$ cat src/rtl/matrix4x4_vector_transform_core_defines.svh
// assertion macros for the matrix vector transform core
`ifndef MATRIX4X4_VECTOR_TRANSFORM_CORE_DEFINES_SVH
`define MATRIX4X4_VECTOR_TRANSFORM_CORE_DEFINES_SVH
`ifndef SYNTH
// check on every edge outside reset
`define MVT_ASSERT(lbl, prop, msg) \
   lbl: assert property (@(posedge clock) disable iff (reset) (prop)) else $error(msg);
// check on every edge, reset included
`define MVT_ASSERT_ALWAYS(lbl, prop, msg) \
   lbl: assert property (@(posedge clock) (prop)) else $error(msg);
`else
`define MVT_ASSERT(lbl, prop, msg)
`define MVT_ASSERT_ALWAYS(lbl, prop, msg)
`endif
`endif

$ cat src/rtl/mvt_pkg.sv
// shared types and constants of the matrix vector transform core
package mvt_pkg;

   localparam int DATA_W    = 32;
   localparam int PROD_W    = 2 * DATA_W;
   localparam int SUM_W     = PROD_W + 2;
   localparam int N_LANES   = 4;
   localparam int N_REGS    = 8;
   localparam int CSR_IDX_W = 4;
   localparam int CSR_W     = 64;
   localparam int REG_SEL_W = 3;

   // register indexes
   localparam logic [REG_SEL_W-1:0] CSR_ROW0_COLS01 = 3'd0;
   localparam logic [REG_SEL_W-1:0] CSR_ROW0_COLS23 = 3'd1;
   localparam logic [REG_SEL_W-1:0] CSR_ROW1_COLS01 = 3'd2;
   localparam logic [REG_SEL_W-1:0] CSR_ROW1_COLS23 = 3'd3;
   localparam logic [REG_SEL_W-1:0] CSR_ROW2_COLS01 = 3'd4;
   localparam logic [REG_SEL_W-1:0] CSR_ROW2_COLS23 = 3'd5;
   localparam logic [REG_SEL_W-1:0] CSR_ROW3_COLS01 = 3'd6;
   localparam logic [REG_SEL_W-1:0] CSR_ROW3_COLS23 = 3'd7;

   localparam logic [DATA_W-1:0] SAT_MAX = {1'b0, {(DATA_W-1){1'b1}}};
   localparam logic [DATA_W-1:0] SAT_MIN = {1'b1, {(DATA_W-1){1'b0}}};

   // four q16.16 words: one matrix row or the input vector
   typedef logic [N_LANES-1:0][DATA_W-1:0] quad_type;

   typedef struct packed {
      logic [DATA_W-1:0] value;
      logic              ovf;
   } lane_result_type;

   typedef lane_result_type [N_LANES-1:0] lane_results_type;

endpackage

$ cat src/rtl/mvt_merge.sv
// merge stage: registers the lane results and combines overflow
module mvt_merge
   import mvt_pkg::*;
(
   input  logic             clock,
   input  logic             advance,
   input  lane_results_type lanes_i,
   output quad_type         value_o,
   output logic             overflow_o
);

   quad_type value_in;
   quad_type value_ff;
   logic     overflow_in;
   logic     overflow_ff;

   always_comb begin
      overflow_in = 1'b0;
      for (int r = 0; r < N_LANES; r++) begin
         value_in[r] = lanes_i[r].value;
         overflow_in = overflow_in | lanes_i[r].ovf;
      end
   end

   always_ff @(posedge clock) begin
      if (advance) begin
         value_ff    <= value_in;
         overflow_ff <= overflow_in;
      end
   end

   assign value_o    = value_ff;
   assign overflow_o = overflow_ff;

endmodule

$ cat config.mk
export PLATFORM = sky130hd
export DESIGN_NAME = mvt_merge
export DESIGN_NICKNAME = d
export VERILOG_FILES = /design/src/rtl/matrix4x4_vector_transform_core_defines.svh /design/src/rtl/mvt_pkg.sv /design/src/rtl/mvt_merge.sv
export SDC_FILE = /design/constraint.sdc
export NUM_CORES = 1
export LEC_CHECK = 0
export BUFFER_PORTS_ARGS = -buffer_cell sky130_fd_sc_hd__buf_2
export CORE_MARGIN = 5
export CORE_UTILIZATION = 44
export CTS_CLUSTER_DIAMETER = 30
export DETAILED_ROUTE_END_ITERATION = 8
export PLACE_DENSITY = 0.89
export SYNTH_ARGS = -nofsm -noshare
export SYNTH_HDL_FRONTEND = slang
export SYNTH_SLANG_ARGS = --single-unit
$ cat constraint.sdc
create_clock -name clock -period 1.9 [get_ports clock]
set_input_delay 0.38 -clock clock [delete_from_list [all_inputs] [get_ports clock]]
set_output_delay 0.38 -clock clock [all_outputs]
set_load 0.01 [all_outputs]
Yosys cells after proc, flatten, opt, wreduce, memory -nomap -nowiden:

Index checks and enable logic that the tools add are counted.

* bitwise gates (word level): 3

Operator list (count)
* $or A1 B1 Y1: 3

* bits in registers: 129
* input bits: 134
* output and inout port bits: 129
* word-level logic and storage cells: 8

Depth between registers and ports, before layout:

* depth in word-level cells: 3
* depth in mapped cells: 1
* gate-level depth less buffers: 1

Least setup slack after synthesis:

OpenSTA, ideal clock, no wires.

* path type: input port to flip-flop
* start point: in lanes_i[99] (netlist bit)
* end point: reg overflow_ff (netlist: overflow_o) (data pin)
* library setup time: 0.272 ns
* data arrival time: 0.871 ns
* data required time: 1.628 ns
* setup slack: 0.757 ns
* stages on the path: 1
* buffers on the path: 0
* cell sequence: or4_1

* cells in the longest elaborated chain, start to end: 1

RTL lines
* start, declared: line mvt_merge.sv:7 `input lane_results_type lanes_i,`
* $or A1 B1 Y1: line mvt_merge.sv:21 `overflow_in = overflow_in | lanes_i[r].ovf;`
* end signal, assigned: line mvt_merge.sv:28 `overflow_ff <= overflow_in;`
* end, declared: line mvt_merge.sv:15 `logic overflow_ff;`

No other way between the ends.
A chain may end at the register's enable or synchronous reset.

Worst setup path after layout:

* start point: reg value_ff (netlist bit value_o[10])
* end point: out value_o[10] (netlist bit)

RTL lines
* start, declared: line mvt_merge.sv:13 `quad_type value_ff;`
* start signal, assigned: line mvt_merge.sv:27 `value_ff <= value_in;`
* end, declared: line mvt_merge.sv:8 `output quad_type value_o,`

No word-level cell between the ends.

==> metrics.md <==
| Metric | Value |
|---|---|
| Outcome | `finished, final reports clean` |
| Slew HR | `0.798` |
| Post-CTS Setup Bufs | `0` |
| Mean post-synth cell area | `about 30 um^2` |
| Seq pwr share | `0.498` |
| Overall global routing resource usage | `0.177` |
| Core area | `8680 um^2` |
| Worst hold path startpoint | `lanes_i[55]` |
| CP Launch Type | `flip-flop` |
| Drt total wl | `9630 um` |
| Post-synthesis cell count | `130` |
| Layout cell share with drive strength beyond 1 | `0.692` |
| N_diodes | `0` |
| Fillers | `roughly 600` |
| Int Pwr | `0.00538 W` |
| Initial Utilization | `0.447` |
| Vias in the first global route | `2,678` |
| Total I/O pin count | `about 260` |
| Logic pwr share | `0.078` |
| Worst Path Required | `~1500 ps` |
| Root buffer cell | `clkbuf_8` |
| Net switching power | `0.00153 W` |
| CTS tree | `done` |
| Wire per inst | `18.0 um` |
| Sequential Area | `approximately 3900 um^2` |
| DR pass1 iterations | `4` |
| WHS Path Cells | `1` |
| # hold bufs at CTS | `0` |
| # port buffers | `262` |
| DR vias/cell | `4.50` |
| GPL Wtd Cong | `a little over 0.7` |
| RSZ-0062 raised after global routing | `no` |
| Largest net degree at the start of global routing | `just under 60` |
| Pwr dens | `1170 nW/um^2` |
| FF+latch count, synth | `around 130` |
| Post-synth net total | `264` |
| Global-route wire length before repair | `14,600 um` |
| Crit. End Element | `output pin` |
| Die width | `104 um` |
| CP arrival | `~1100 ps` |
| Final ANT Viol Nets | `0` |
| CP peak stage delay | `around 400 ps` |
| CP max stage cell | `edfxtp_1` |
| Cell total after placement | `~500` |
| Netlist cell types | `2` |
| Worst Hold Path EP | `value_o[53]$_DFFE_PP_` |
| Worst-path clk slew | `about 60 ps` |
| H-tree depth | `4` |
| Leakage | `2.57 nW` |
| Tightest Pin Transition | `roughly 300 ps` |
| YS warnings | `0` |
| Post-route non-filler standard cell count | `534` |
| Setup TNS | `0 ps` |
| Clk pwr share | `0.424` |
| Mapped Area | `3880 um^2` |
| # rows | `34` |
| Crit-path cells | `buf_2` |
| Worst VDD drop | `0.818 mV` |
| Pins Over Slew Limit | `0` |
| Max cap viols | `0` |
| Hold Path Class | `input pin to flip-flop` |
| Critical Path Fanout Max | `1` |
| DP Wirelength | `7550 um` |
| Switching share of power | `0.222` |
| Most frequent cells in the layout | `261 x buf_2, 129 x edfxtp_1, 16 x clkbuf_16` |
| Cts repair resizes | `0` |
| Vias | `~2,400` |
| Fin crit share | `0.757` |
| Final core utilization | `0.682` |
| Critical path class | `flip-flop to output pin` |
| CP Buf/Inv Count | `1` |
| Final Hold Vio Count | `0` |
| Residual DRC | `0` |
| Commonest non-fill, non-tap cell in the layout | `buf_2` |
| Longest Clk Path Bufs | `2` |
| Max Fclk | `roughly 0.70 GHz` |
| CTS Buf Count | `17` |
| Part of the Yosys area used for sequential elements | `0.998` |
| 1st-iter DRT viols | `80` |
| TritonCTS Sinks | `between 100 and 150` |
| Die area | `approximately 11,000 um^2` |
| CP top delay family | `flip-flops` |
| NumNets Final | `547` |
| Initial antenna violation count | `0` |
| Total grt overflow | `0` |
| Post-route minimum period | `1440 ps` |
| DIE HEIGHT | `104 um` |
| Area of the multi-input gates | `about 7.5 um^2` |
| Area Overhead vs Synth | `52.5%` |
| Final setup viols | `0` |
-- state kept, by name, indices dropped and copies added (netlist names) --
register    cells
overflow_o      1
value_o       128
-- power by group through the flow --
stage / logic, W / registers, W / clock network [W]
detailed placement: 0.000551 / 0.00350 / 0
floorplan: 0.000000374 / 0.00363 / 0
global placement: 0.000535 / 0.00349 / 0
CTS: 0.000552 / 0.00344 / 0.00301
global route: 0.000582 / 0.00346 / 0.00315
finish: 0.000541 / 0.00344 / 0.00293
-- kinds of logic (layout without fill, tap and decap cells) --
family | Yosys count | count (layout) | synth area share
buf+inv | 0 | 296 | 0
flops | 129 | 129 | 0.998
simple gates | 1 | 1 | 0.00193
-- cells in the mapped netlist --
cell	n	area, um^2
edfxtp_1	129	3870
or4_1	1	7.51
-- metal layers --
layer,global-route usage,up-vias,wire length (um)
met5,0,-,0
met4,0.0527,0,33
li1,-,1104,-
met1,0.177,1126,3130
met3,0.0987,2,1240
met2,0.311,170,5220
-- stage by stage --
stage               total power [W]  instance area (um^2)  worst slack [ps]  hold WS (ps)
finish                      0.00691                  5920               462          54.6
global route                0.00719                  5920               423          21.5
CTS                         0.00700                  5920               434          24.9
detailed placement          0.00405                  5370               589           558
global placement            0.00402                  5370               613           556
floorplan                   0.00363                  3880               757           479
-- area by class of cell --
| type | count | area share |
|---|---|---|
| Multi-Input combinational cell | 1 | 0.00127 |
| Clock buffer | 18 | 0.0706 |
| Sequential cell | 129 | 0.654 |
| Timing Repair Buffer | 264 | 0.229 |
| Clock inverter | 14 | 0.0222 |
| Tap cell | 108 | 0.0228 |
-- worst max path at each step --
stage / from / end / cells past startpoint
2_1_floorplan: lanes_i[99] / overflow_o$_DFFE_PP_ / 1
4_1_cts: value_o[109]$_DFFE_PP_ / value_o[109] / 1
3_5_place_dp: advance / value_o[52]$_DFFE_PP_ / 2
6_report: value_o[10]$_DFFE_PP_ / value_o[10] / 1
3_3_place_gp: advance / value_o[57]$_DFFE_PP_ / 2
5_1_grt: value_o[10]$_DFFE_PP_ / value_o[10] / 1
(Power assumes the default switching activity.)
